**config.mk**
```make
export PLATFORM = sky130hd
export DESIGN_NAME = abg_tracker_decaying_gain
export DESIGN_NICKNAME = d
export VERILOG_FILES = /design/src/hdl/abg_pkg.sv /design/src/hdl/abg_tracker_decaying_gain.sv /design/src/hdl/abg_mdu.sv
export VERILOG_INCLUDE_DIRS = /design/src /design/src/hdl
export SDC_FILE = /design/constraint.sdc
export NUM_CORES = 2
export LEC_CHECK = 0
export BUFFER_PORTS_ARGS = -buffer_cell sky130_fd_sc_hd__buf_2
export CELL_PAD_IN_SITES_DETAIL_PLACEMENT = 1
export CELL_PAD_IN_SITES_GLOBAL_PLACEMENT = 2
export CORE_MARGIN = 5
export CORE_UTILIZATION = 40
export DETAILED_ROUTE_END_ITERATION = 10
export GPL_TIMING_DRIVEN = 0
export PLACE_DENSITY = 0.92
export SLEW_MARGIN = 20
export SYNTH_ARGS = -nofsm -noshare
export SYNTH_HDL_FRONTEND = slang
export SYNTH_HIERARCHICAL = 1
export SYNTH_SLANG_ARGS = --single-unit
export TNS_END_PERCENT = 100
```
**constraint.sdc**
```tcl
create_clock -name clk -period 13.7 [get_ports clk]
set_clock_uncertainty 0.2 [all_clocks]
set_input_delay 0 -clock clk [delete_from_list [all_inputs] [get_ports clk]]
set_output_delay 0 -clock clk [all_outputs]
set_load 0.05 [all_outputs]
```
**src/hdl/abg_tracker_decaying_gain_assert.svh**
```systemverilog
// Assertion macros for the alpha-beta-gamma tracker.
// Included by the top level; no other dependencies.
`ifndef ABG_TRACKER_DECAYING_GAIN_ASSERT_SVH
`define ABG_TRACKER_DECAYING_GAIN_ASSERT_SVH

// Same-cycle implication, disabled during reset.
`define ABG_ASSERT_IMP(label, clk, rst, cond, cons) \
  label: assert property (@(posedge clk) disable iff (rst) (cond) |-> (cons)) \
    else $error("tracker check failed");

// Next-cycle implication, disabled during reset.
`define ABG_ASSERT_NEXT(label, clk, rst, cond, cons) \
  label: assert property (@(posedge clk) disable iff (rst) (cond) |=> (cons)) \
    else $error("tracker check failed");

`endif

```
**src/hdl/abg_pkg.sv**
```systemverilog
// Shared types and constants for the alpha-beta-gamma tracker.
// No dependencies; used by the shared arithmetic unit and the top level.
package abg_pkg;

  localparam int MEAS_WIDTH      = 32;
  localparam int FRAC_BITS_DEF   = 16;
  localparam int TIME_WIDTH      = 16;
  localparam int ERR_WIDTH       = 16;
  localparam int REG_WIDTH       = 32;
  localparam int GAIN_WIDTH      = 33;
  localparam int GAIN_SHIFT      = 32;
  localparam int CFG_INDEX_WIDTH = 2;
  localparam int STEP_WIDTH      = 7;

  localparam int MOTION_DEF = (MEAS_WIDTH + FRAC_BITS_DEF > 62) ? 62
                                                               : MEAS_WIDTH + FRAC_BITS_DEF;
  localparam int UNC_DEF    = 2 * ERR_WIDTH + FRAC_BITS_DEF;
  localparam int OPA_DEF    = UNC_DEF + GAIN_SHIFT;
  localparam int OPB_DEF    = UNC_DEF + 1;
  localparam int RES_DEF    = ((MOTION_DEF > UNC_DEF) ? MOTION_DEF : UNC_DEF) + GAIN_WIDTH;

  localparam logic [GAIN_WIDTH-1:0] GAIN_ONE = {1'b1, {GAIN_SHIFT{1'b0}}};

  localparam logic OP_RESTART = 1'b0;
  localparam logic OP_UPDATE  = 1'b1;

  typedef enum logic [CFG_INDEX_WIDTH-1:0] {
    REG_MEAS_ERR = 2'd0,
    REG_INIT_VEL = 2'd1,
    REG_INIT_ACC = 2'd2
  } cfg_reg_t;

  typedef enum logic {
    MDU_MUL = 1'b0,
    MDU_DIV = 1'b1
  } mdu_op_t;

  typedef struct packed {
    logic                  start;
    mdu_op_t               op;
    logic [STEP_WIDTH-1:0] steps;
  } mdu_ctrl_t;

  typedef struct packed {
    logic                         operation;
    logic [TIME_WIDTH-1:0]        time_delta;
    logic signed [MEAS_WIDTH-1:0] measurement;
  } abg_in_t;

  typedef struct packed {
    logic signed [MEAS_WIDTH-1:0] position;
    logic                         bad_time;
  } abg_out_t;

endpackage

```
**src/hdl/abg_tracker_decaying_gain.sv**
```systemverilog
// Alpha-beta-gamma tracker with decaying gains: one axis, fixed point, saturating.
// Restart and zero-time updates go from S_LOAD straight to S_OUT, which loads the result.
// An update runs 14 operations (13 when U+R is zero) on one bit-serial multiply/divide
// unit; a new item is not taken until the result of the last one has been loaded.
// Synchronous active-high reset clears the estimates and gains to zero, meas_err to 5.
// Depends on abg_pkg, abg_mdu and abg_tracker_decaying_gain_assert.svh.
`include "abg_tracker_decaying_gain_assert.svh"

module abg_tracker_decaying_gain import abg_pkg::*; #(
  parameter int FRAC_BITS = FRAC_BITS_DEF
) (
  input  logic                       clk,
  input  logic                       rst,
  input  logic                       in_valid,
  output logic                       in_stall,
  input  abg_in_t                    in_data,
  output logic                       out_valid,
  input  logic                       out_stall,
  output abg_out_t                   out_data,
  input  logic                       cfg_write,
  input  logic [CFG_INDEX_WIDTH-1:0] cfg_index,
  input  logic [REG_WIDTH-1:0]       cfg_data
);

  localparam int MW  = (MEAS_WIDTH + FRAC_BITS > 62) ? 62 : MEAS_WIDTH + FRAC_BITS;
  localparam int UW  = 2 * ERR_WIDTH + FRAC_BITS;
  localparam int DW  = UW + 1;
  localparam int AW  = (MW > UW) ? MW : UW;
  localparam int NW  = UW + GAIN_SHIFT;
  localparam int VW  = DW;
  localparam int RW  = AW + GAIN_WIDTH;
  localparam int SW  = MW + 34;
  localparam int UP  = (FRAC_BITS >= 16) ? FRAC_BITS - 16 : 0;
  localparam int DN  = (FRAC_BITS >= 16) ? 0 : 16 - FRAC_BITS;

  localparam logic [STEP_WIDTH-1:0] STEPS_K    = STEP_WIDTH'(NW);
  localparam logic [STEP_WIDTH-1:0] STEPS_GAIN = STEP_WIDTH'(GAIN_WIDTH);
  localparam logic [STEP_WIDTH-1:0] STEPS_T    = STEP_WIDTH'(TIME_WIDTH);
  localparam logic [STEP_WIDTH-1:0] STEPS_TT   = STEP_WIDTH'(2 * TIME_WIDTH);
  localparam logic [STEP_WIDTH-1:0] STEPS_DB   = STEP_WIDTH'(MW + 1);
  localparam logic [STEP_WIDTH-1:0] STEPS_DG   = STEP_WIDTH'(MW + 2);

  localparam logic signed [SW-1:0] SAT_MAX = {{(SW - MW + 1){1'b0}}, {(MW - 1){1'b1}}};
  localparam logic signed [SW-1:0] SAT_MIN = {{(SW - MW + 1){1'b1}}, {(MW - 1){1'b0}}};

  typedef enum logic [4:0] {
    S_IDLE, S_LOAD, S_KDIV, S_UMUL, S_GA, S_GB, S_GG, S_AT, S_TT, S_HALF,
    S_VT, S_RES, S_PA, S_PB, S_DB, S_PG, S_DG, S_OUT
  } state_t;

  function automatic logic signed [MW-1:0] sat_mw(input logic signed [SW-1:0] x);
    if (x > SAT_MAX) return SAT_MAX[MW-1:0];
    if (x < SAT_MIN) return SAT_MIN[MW-1:0];
    return x[MW-1:0];
  endfunction

  function automatic logic signed [SW-1:0] ext(input logic signed [MW-1:0] v);
    return {{(SW - MW){v[MW-1]}}, v};
  endfunction

  function automatic logic [MW-1:0] mag(input logic signed [MW-1:0] v);
    return v[MW-1] ? -v : v;
  endfunction

  function automatic logic signed [SW-1:0] term(input logic neg, input logic [SW-1:0] u);
    return neg ? -$signed(u) : $signed(u);
  endfunction

  function automatic logic [SW-1:0] to_sw(input logic [RW-1:0] x);
    logic [RW+SW-1:0] w;
    w = {{SW{1'b0}}, x};
    return w[SW-1:0];
  endfunction

  // Q16.16 register to the internal motion format.
  function automatic logic signed [MW-1:0] from_q16(input logic [REG_WIDTH-1:0] r);
    logic signed [SW-1:0] e;
    logic [SW-1:0]        m;
    e = {{(SW - REG_WIDTH){r[REG_WIDTH-1]}}, r};
    m = e[SW-1] ? -e : e;
    if (FRAC_BITS >= 16) return sat_mw(e <<< UP);
    return sat_mw(term(e[SW-1], m >> DN));
  endfunction

  function automatic logic [MEAS_WIDTH-1:0] pos_of(input logic signed [MW-1:0] p);
    logic [MW-1:0]            m;
    logic [MW+MEAS_WIDTH-1:0] w;
    m = mag(p) >> FRAC_BITS;
    w = {{MEAS_WIDTH{1'b0}}, m};
    w = p[MW-1] ? -w : w;
    return w[MEAS_WIDTH-1:0];
  endfunction

  state_t                   state;
  logic                     issued;
  logic                     op_r;
  logic [TIME_WIDTH-1:0]    t_r;
  logic [MEAS_WIDTH-1:0]    meas_r;
  logic [ERR_WIDTH-1:0]     meas_err;
  logic [REG_WIDTH-1:0]     init_velocity;
  logic [REG_WIDTH-1:0]     init_acceleration;
  logic signed [MW-1:0]     est_p, est_v, est_a;
  logic [UW-1:0]            unc;
  logic [2*ERR_WIDTH-1:0]   nvar;
  logic [GAIN_WIDTH-1:0]    ga, gb, gg, k;
  logic signed [MW-1:0]     mq, pv, pp;
  logic [2*TIME_WIDTH-1:0]  tt;
  logic signed [SW-1:0]     hterm;
  logic                     r_neg, bad;
  logic [MW-1:0]            rm;
  logic [MW:0]              bq;
  logic [MW+1:0]            gq;

  mdu_ctrl_t                ctrl;
  logic [NW-1:0]            opa;
  logic [VW-1:0]            opb;
  logic                     mdu_done;
  logic [RW-1:0]            mres;

  logic signed [MW-1:0]     mq_c;
  logic [2*ERR_WIDTH-1:0]   nvar_c;
  logic [DW-1:0]            d_c;
  logic [SW-1:0]            mres_sw;
  logic [RW-1:0]            mres_sh32;
  logic [RW-1:0]            mres_sh31;
  logic signed [MW:0]       r_full;
  logic [MW:0]              r_mag;
  logic                     in_accept;

  assign in_stall  = (state != S_IDLE);
  assign in_accept = in_valid && !in_stall;

  assign mq_c      = sat_mw({{(SW - MEAS_WIDTH){meas_r[MEAS_WIDTH-1]}}, meas_r} <<< FRAC_BITS);
  assign nvar_c    = meas_err * meas_err;
  assign d_c       = {1'b0, unc} + {1'b0, nvar, {FRAC_BITS{1'b0}}};
  assign mres_sw   = to_sw(mres);
  assign mres_sh32 = mres >> GAIN_SHIFT;
  assign mres_sh31 = mres >> (GAIN_SHIFT - 1);
  assign r_full    = {mq[MW-1], mq} - {pp[MW-1], pp};
  assign r_mag     = r_full[MW] ? -r_full : r_full;

  // Operand select for the shared unit.
  always_comb begin
    ctrl       = '0;
    ctrl.start = !issued;
    opa        = '0;
    opb        = '0;
    unique case (state)
      S_KDIV: begin
        ctrl.op = MDU_DIV;  ctrl.steps = STEPS_K;
        opa = {unc, {GAIN_SHIFT{1'b0}}};
        opb = d_c;
      end
      S_UMUL: begin
        ctrl.op = MDU_MUL;  ctrl.steps = STEPS_GAIN;
        opa = NW'(unc);
        opb = VW'(GAIN_ONE - k);
      end
      S_GA, S_GB, S_GG: begin
        ctrl.op = MDU_MUL;  ctrl.steps = STEPS_GAIN;
        opa = (state == S_GA) ? NW'(ga) : (state == S_GB) ? NW'(gb) : NW'(gg);
        opb = VW'(k);
      end
      S_AT: begin
        ctrl.op = MDU_MUL;  ctrl.steps = STEPS_T;
        opa = NW'(mag(est_a));
        opb = VW'(t_r);
      end
      S_TT: begin
        ctrl.op = MDU_MUL;  ctrl.steps = STEPS_T;
        opa = NW'(t_r);
        opb = VW'(t_r);
      end
      S_HALF: begin
        ctrl.op = MDU_MUL;  ctrl.steps = STEPS_TT;
        opa = NW'(mag(est_a));
        opb = VW'(tt);
      end
      S_VT: begin
        ctrl.op = MDU_MUL;  ctrl.steps = STEPS_T;
        opa = NW'(mag(est_v));
        opb = VW'(t_r);
      end
      S_PA, S_PB, S_PG: begin
        ctrl.op = MDU_MUL;  ctrl.steps = STEPS_GAIN;
        opa = NW'(rm);
        opb = (state == S_PA) ? VW'(ga) : (state == S_PB) ? VW'(gb) : VW'(gg);
      end
      S_DB: begin
        ctrl.op = MDU_DIV;  ctrl.steps = STEPS_DB;
        opa = NW'(bq) << (NW - MW - 1);
        opb = VW'(t_r);
      end
      S_DG: begin
        ctrl.op = MDU_DIV;  ctrl.steps = STEPS_DG;
        opa = NW'(gq) << (NW - MW - 2);
        opb = VW'(tt);
      end
      default: ctrl.start = 1'b0;
    endcase
  end

  abg_mdu #(
    .A_WIDTH (NW),
    .B_WIDTH (VW),
    .R_WIDTH (RW)
  ) u_mdu (
    .clk    (clk),
    .rst    (rst),
    .ctrl   (ctrl),
    .opa    (opa),
    .opb    (opb),
    .done   (mdu_done),
    .result (mres)
  );

  always_ff @(posedge clk) begin
    if (rst) begin
      state             <= S_IDLE;
      issued            <= 1'b0;
      out_valid         <= 1'b0;
      meas_err          <= ERR_WIDTH'(5);
      init_velocity     <= '0;
      init_acceleration <= '0;
      est_p             <= '0;
      est_v             <= '0;
      est_a             <= '0;
      unc               <= '0;
      nvar              <= '0;
      ga                <= '0;
      gb                <= '0;
      gg                <= '0;
      k                 <= '0;
    end else begin
      if (cfg_write) begin
        unique case (cfg_index)
          REG_MEAS_ERR: meas_err          <= cfg_data[ERR_WIDTH-1:0];
          REG_INIT_VEL: init_velocity     <= cfg_data;
          REG_INIT_ACC: init_acceleration <= cfg_data;
          default: ;
        endcase
      end

      if (out_valid && !out_stall && (state != S_OUT)) out_valid <= 1'b0;

      if (ctrl.start) issued <= 1'b1;
      if (mdu_done)   issued <= 1'b0;

      unique case (state)
        S_IDLE: begin
          if (in_accept) begin
            op_r   <= in_data.operation;
            t_r    <= in_data.time_delta;
            meas_r <= in_data.measurement;
            state  <= S_LOAD;
          end
        end
        S_LOAD: begin
          mq  <= mq_c;
          bad <= 1'b0;
          if (op_r == OP_RESTART) begin
            est_p <= mq_c;
            est_v <= from_q16(init_velocity);
            est_a <= from_q16(init_acceleration);
            nvar  <= nvar_c;
            unc   <= {nvar_c, {FRAC_BITS{1'b0}}};
            ga    <= GAIN_ONE;
            gb    <= GAIN_ONE;
            gg    <= GAIN_ONE;
            state <= S_OUT;
          end else if (t_r == '0) begin
            bad   <= 1'b1;
            state <= S_OUT;
          end else if (d_c == '0) begin
            k     <= '0;
            state <= S_UMUL;
          end else begin
            state <= S_KDIV;
          end
        end
        S_KDIV: if (mdu_done) begin
          k     <= mres[GAIN_WIDTH-1:0];
          state <= S_UMUL;
        end
        S_UMUL: if (mdu_done) begin
          unc   <= mres[UW+GAIN_SHIFT-1:GAIN_SHIFT];
          state <= S_GA;
        end
        S_GA: if (mdu_done) begin
          ga    <= mres_sh32[GAIN_WIDTH-1:0];
          state <= S_GB;
        end
        S_GB: if (mdu_done) begin
          gb    <= mres_sh32[GAIN_WIDTH-1:0];
          state <= S_GG;
        end
        S_GG: if (mdu_done) begin
          gg    <= mres_sh32[GAIN_WIDTH-1:0];
          state <= S_AT;
        end
        S_AT: if (mdu_done) begin
          pv    <= sat_mw(ext(est_v) + term(est_a[MW-1], mres_sw));
          state <= S_TT;
        end
        S_TT: if (mdu_done) begin
          tt    <= mres[2*TIME_WIDTH-1:0];
          state <= S_HALF;
        end
        S_HALF: if (mdu_done) begin
          hterm <= term(est_a[MW-1], mres_sw >> 1);
          state <= S_VT;
        end
        S_VT: if (mdu_done) begin
          pp    <= sat_mw(ext(est_p) + term(est_v[MW-1], mres_sw) + hterm);
          state <= S_RES;
        end
        S_RES: begin
          r_neg <= r_full[MW];
          rm    <= r_mag[MW-1:0];
          state <= S_PA;
        end
        S_PA: if (mdu_done) begin
          est_p <= sat_mw(ext(pp) + term(r_neg, to_sw(mres_sh32)));
          state <= S_PB;
        end
        S_PB: if (mdu_done) begin
          bq    <= mres_sh32[MW:0];
          state <= S_DB;
        end
        S_DB: if (mdu_done) begin
          est_v <= sat_mw(ext(pv) + term(r_neg, mres_sw));
          state <= S_PG;
        end
        S_PG: if (mdu_done) begin
          gq    <= mres_sh31[MW+1:0];
          state <= S_DG;
        end
        S_DG: if (mdu_done) begin
          est_a <= sat_mw(ext(est_a) + term(r_neg, mres_sw));
          state <= S_OUT;
        end
        S_OUT: begin
          // hold until the output register is free
          if (!out_valid || !out_stall) begin
            out_valid         <= 1'b1;
            out_data.position <= pos_of(est_p);
            out_data.bad_time <= bad;
            state             <= S_IDLE;
          end
        end
        default: state <= S_IDLE;
      endcase
    end
  end

  `ABG_ASSERT_IMP(a_done_issued, clk, rst, mdu_done, issued)
  `ABG_ASSERT_IMP(a_gain_range, clk, rst, 1'b1, (ga <= GAIN_ONE) && (gb <= GAIN_ONE) && (gg <= GAIN_ONE))
  `ABG_ASSERT_IMP(a_k_range, clk, rst, state == S_UMUL, k <= GAIN_ONE)
  `ABG_ASSERT_NEXT(a_out_load, clk, rst, (state == S_OUT) && !out_valid, out_valid)

endmodule

```
**src/hdl/abg_mdu.sv**
```systemverilog
// Shared bit-serial multiply / restoring divide unit, one bit per cycle.
// Depends on abg_pkg for the control struct and operation codes.
module abg_mdu import abg_pkg::*; #(
  parameter int A_WIDTH = OPA_DEF,
  parameter int B_WIDTH = OPB_DEF,
  parameter int R_WIDTH = RES_DEF
) (
  input  logic               clk,
  input  logic               rst,
  input  mdu_ctrl_t          ctrl,
  input  logic [A_WIDTH-1:0] opa,
  input  logic [B_WIDTH-1:0] opb,
  output logic               done,
  output logic [R_WIDTH-1:0] result
);

  logic                  busy;
  mdu_op_t               op_r;
  logic [STEP_WIDTH-1:0] count;
  logic [R_WIDTH-1:0]    acc;
  logic [R_WIDTH-1:0]    mcand;
  logic [B_WIDTH-1:0]    bsh;
  logic [B_WIDTH:0]      rem;

  logic [R_WIDTH-1:0]    acc_next;
  logic [R_WIDTH-1:0]    mcand_next;
  logic [B_WIDTH-1:0]    bsh_next;
  logic [B_WIDTH:0]      rem_next;
  logic [B_WIDTH:0]      rem_sh;
  logic                  ge;
  logic [A_WIDTH-1:0]    quot_next;

  // Multiply: add the shifted multiplicand per set multiplier bit.
  // Divide: dividend arrives left-aligned in mcand; quotient bits shift in at the bottom.
  always_comb begin
    acc_next   = acc;
    mcand_next = mcand;
    bsh_next   = bsh;
    rem_next   = rem;
    rem_sh     = {rem[B_WIDTH-1:0], mcand[A_WIDTH-1]};
    ge         = (rem_sh >= {1'b0, bsh});
    quot_next  = {mcand[A_WIDTH-2:0], ge};
    case (op_r)
      MDU_MUL: begin
        acc_next   = acc + (bsh[0] ? mcand : '0);
        mcand_next = mcand << 1;
        bsh_next   = bsh >> 1;
      end
      default: begin
        rem_next   = ge ? (rem_sh - {1'b0, bsh}) : rem_sh;
        mcand_next = {{(R_WIDTH - A_WIDTH){1'b0}}, quot_next};
      end
    endcase
  end

  always_ff @(posedge clk) begin
    if (rst) begin
      busy  <= 1'b0;
      done  <= 1'b0;
      count <= '0;
      op_r  <= MDU_MUL;
    end else begin
      done <= 1'b0;
      if (ctrl.start && !busy) begin
        busy  <= 1'b1;
        op_r  <= ctrl.op;
        count <= ctrl.steps;
        acc   <= '0;
        mcand <= {{(R_WIDTH - A_WIDTH){1'b0}}, opa};
        bsh   <= opb;
        rem   <= '0;
      end else if (busy) begin
        acc   <= acc_next;
        mcand <= mcand_next;
        bsh   <= bsh_next;
        rem   <= rem_next;
        count <= count - 1'b1;
        if (count == STEP_WIDTH'(1)) begin
          busy   <= 1'b0;
          done   <= 1'b1;
          result <= (op_r == MDU_MUL) ? acc_next : mcand_next;
        end
      end
    end
  end

endmodule
```
==> results.txt <==
Slowest cell on crit path: o41ai_2
Top Ports: 123
CTS root buf: clkbuf_16
# setup viols final: 0
Clk Latency, worst-skew pair: 880 ps
critical setup path kind: flip-flop to flip-flop
Leak Pwr: 48.4 nW
Sink Count: 1266
drt initial violations: 15.3k
setup TNS: 0 ps
Period Utilization, post-route: 95.7%
Min-Delay Path Class: input port to flip-flop
drt pass-1 iters: 11
vias after detailed routing: 117k
final wirelength: 589000 um
Pwr Total: 21.7 mW
Power Internal: 11.3 mW
IO Port Bufs: 122
vias in the first global route: 114k
Worst Setup Start Kind: flip-flop
Req. time, crit path: 14080 ps
simple logic cell fraction of the synthesized area: 20.4%
sw frac: 48.0%
P_sw: 10.4 mW
fraction of layout cells with a size suffix above 1: 5.55%
slowest stage delay, CP: 820 ps
CP arrival: 13490 ps
crit path time final: 13110 ps
Hold Fails Final Rpt: 0
CTS tree: yes
Crit. End Element: flip-flop
Compound-Gate Fraction of Synth Area: 22.5%
post-synthesis sequential area ratio: 30.0%
GRT overflow: 0
core area: 277000 sq um
Slew headroom: 10.0%
H-tree depth: 4
power share of the combinational group: 52.9%
total power divided by cell area: 172 nW/um^2
die footprint: 290000 sq um
chip width: 538 um
# fillers: 33.4k
Synth Instances: 13.7k
total track usage: 39.1%
Mean Syn Cell Area: 8.16 sq um
footprint of the multi-input gates: 73000 sq um
Worst Tran Pin Value: 1350 ps
top_reg_cell synth: edfxtp_1
cell mode on critical path: clkbuf_1
largest family of logic cells by synthesized area: compound AO/OA/AOI/OAI gates
global-route wire length before repair: 826000 um
Cell Rows: 193
EDFF count, synth: 814
post-synth cell types: 116
Max Transition Viols Final: 0
ys async rst share: 0%
MaxCap Viol Count: 0
post-route ant nets: 0
initial antenna violation count: 60
Clock power frac: 20.2%
DR vias/cell: 6.48
failing checks: design-rule violations
Die Height: 538 um
Reg power frac: 26.9%
status: complete, but fails checks
Synth Area in XOR/XNOR: 8.54%
RSZ-0062 raised after global routing: no
CP max FO: 10
clock buffer depth: 4
Num CTS Buffers: 157
routed length per instance: 32.5 um
sequential cell area: 33500 sq um
initial core utilization: 40.3%
Final HPWL DP: 475000 um
FMAX: 0.0763 GHz
IR drop worst, VDD: 0.000127 V
area grow syn2layout: 12.7%
Worst-path clk slew: 60 ps
adder-cell share of the synthesized area: 12.5%
routability cong.: 1.10
Nets: 15.3k
pin count of the biggest net entering global routing: 50
Post-Synthesis Cell Area: 112000 sq um
Ys Warns: 6
mux share of post-synthesis cell area: 1.15%
post-synthesis register bit count: 1266
DRC: 13
-- critical path, delay by kind of cell (launching register included) --
family                   cells  cell delay, ps
AND/OR/NAND/NOR             14            5280
buffers and inverters        8            2610
AO/OA/AOI/OAI                7            2480
adder cells (fa/ha/maj)      3             880
flip-flops                   1             670
XOR/XNOR                     2             640
-- Yosys cell counts (39+ instances only) --
cell type | n | area (sq um)
a2111oi_0 | 43 | 377
a211oi_1 | 116 | 871
a21boi_0 | 46 | 345
a21o_1 | 309 | 2320
a21oi_1 | 1146 | 5740
a221oi_1 | 55 | 482
a222oi_1 | 98 | 981
a22o_1 | 68 | 596
a22oi_1 | 88 | 661
a311oi_1 | 39 | 342
a31o_2 | 52 | 455
a31oi_1 | 162 | 1010
and2_1 | 186 | 1160
and3_1 | 68 | 425
buf_1 | 62 | 233
clkbuf_1 | 792 | 2970
dfxtp_1 | 452 | 9050
edfxtp_1 | 814 | 24400
fa_1 | 252 | 5040
ha_1 | 714 | 8930
inv_1 | 520 | 1950
mux2i_1 | 102 | 1020
nand2_1 | 2235 | 8390
nand2b_1 | 104 | 651
nand3_1 | 329 | 1650
nand4_1 | 287 | 1800
nor2_1 | 855 | 3210
nor2b_1 | 72 | 450
nor3_1 | 253 | 1270
nor4_1 | 120 | 751
o211ai_1 | 89 | 668
o21a_1 | 155 | 1160
o21ai_0 | 831 | 4160
o21ai_1 | 61 | 305
o21bai_1 | 134 | 1010
o31ai_1 | 92 | 691
or2_2 | 63 | 394
or3_1 | 129 | 807
or4_1 | 79 | 593
xnor2_1 | 784 | 6870
xor2_1 | 304 | 2660
-- kinds of logic after synthesis --
family | Yosys count
adders and majority gates | 966
muxes | 125
buffers and inverters | 1405
other | 1
DFF | 1266
and+or+nand+nor | 4923
xor gates and xnor gates | 1088
AOI/OAI and AO/OA | 3899
-- layout make-up --
type / count / share of cell area [%]
clock inverters: 75 / 0.649
inverters: 526 / 1.57
multi-input cells: 11000 / 58.0
clock buffers: 200 / 3.45
repair buffers: 416 / 3.18
well taps: 3705 / 3.69
plain buffers: 879 / 2.74
diodes: 39 / 0.0776
flip-flops and latches: 1266 / 26.6
-- routing by layer --
metal	wire [um]	up-vias	global-route usage [%]
met5	527	-	0.197
li1	-	50700	-
met4	38200	26	20.4
met1	240000	58600	51.8
met3	69200	1445	12.3
met2	242000	6520	56.9
-- power by group through the flow --
stage / logic, mW / registers, mW / clock network [mW]
after floorplan: 7.26 / 5.56 / 0
after global placement: 10.5 / 5.95 / 0
after detailed placement: 10.9 / 5.84 / 0
after CTS: 11.1 / 5.78 / 4.36
after global routing: 12.2 / 5.83 / 4.53
final: 11.4 / 5.83 / 4.37
-- flip-flops by register name, summed over array words and instances (netlist names), 48 cells and up --
register,count
est_v,48
est_p,48
u_mdu/bsh,49
u_mdu/result,81
pv,48
hterm,82
gq,50
u_mdu/acc,81
bq,49
rm,48
u_mdu/mcand,81
unc,48
u_mdu/rem,49
est_a,48
pp,48
-- through the flow --
stage	std cells	worst slack (ps)	cell area (sq um)	hold WS (ps)	utilization [%]
6_report	18100	595	126000	94.3	45.4
5_1_grt	18100	369	126000	97.5	45.4
4_1_cts	18100	763	126000	2.18	45.3
3_5_place_dp	17600	844	119000	-21.3	42.8
3_3_place_gp	17500	-3180	117000	-23.8	42.2
2_1_floorplan	13700	3010	112000	-122	-
-- placed cells by master, fill, tap and decap left out, types with 102 or more instances in the layout --
master,netlist,final
nand2_1,2235,2235
a21oi_1,1146,1144
nor2_1,855,848
o21ai_0,831,823
edfxtp_1,814,814
xnor2_1,784,784
clkbuf_1,792,752
ha_1,714,714
inv_1,520,520
dfxtp_1,452,449
nand3_1,329,329
a21o_1,309,309
xor2_1,304,304
nand4_1,287,287
fa_1,252,252
nor3_1,253,248
and2_1,186,185
dlygate4sd3_1,0,182
buf_2,20,177
clkbuf_16,0,164
a31oi_1,162,162
o21a_1,155,155
o21bai_1,134,134
or3_1,129,129
a211oi_1,116,116
nor4_1,120,107
nand2b_1,104,104
mux2i_1,102,102
-- repair_timing --
action / in CTS / in global routing
hold buffers: 182 / 0
hold endpoints to repair: 270 / 0
resized for setup: 0 / 0
buffers inserted: 0 / 0
setup endpoints to repair: 0 / 0
-- final timing paths --
| kind | end | cells after the start | slack [ps] | startpoint |
|---|---|---|---|---|
| max | pp[19]$_SDFFCE_PN1P_ | 34 | 590 | u_mdu/result[0]$_DFFE_PP_ |
| min | out_valid$_SDFF_PP0_ | 4 | 90 | out_stall |
| max reg2reg | pp[19]$_SDFFCE_PN1P_ | 34 | 590 | u_mdu/result[0]$_DFFE_PP_ |
| min reg2reg | out_data[0]$_DFFE_PP_ | 0 | 230 | bad$_SDFFCE_PN0P_ |
Note: power is estimated with default switching activity, not from simulation.
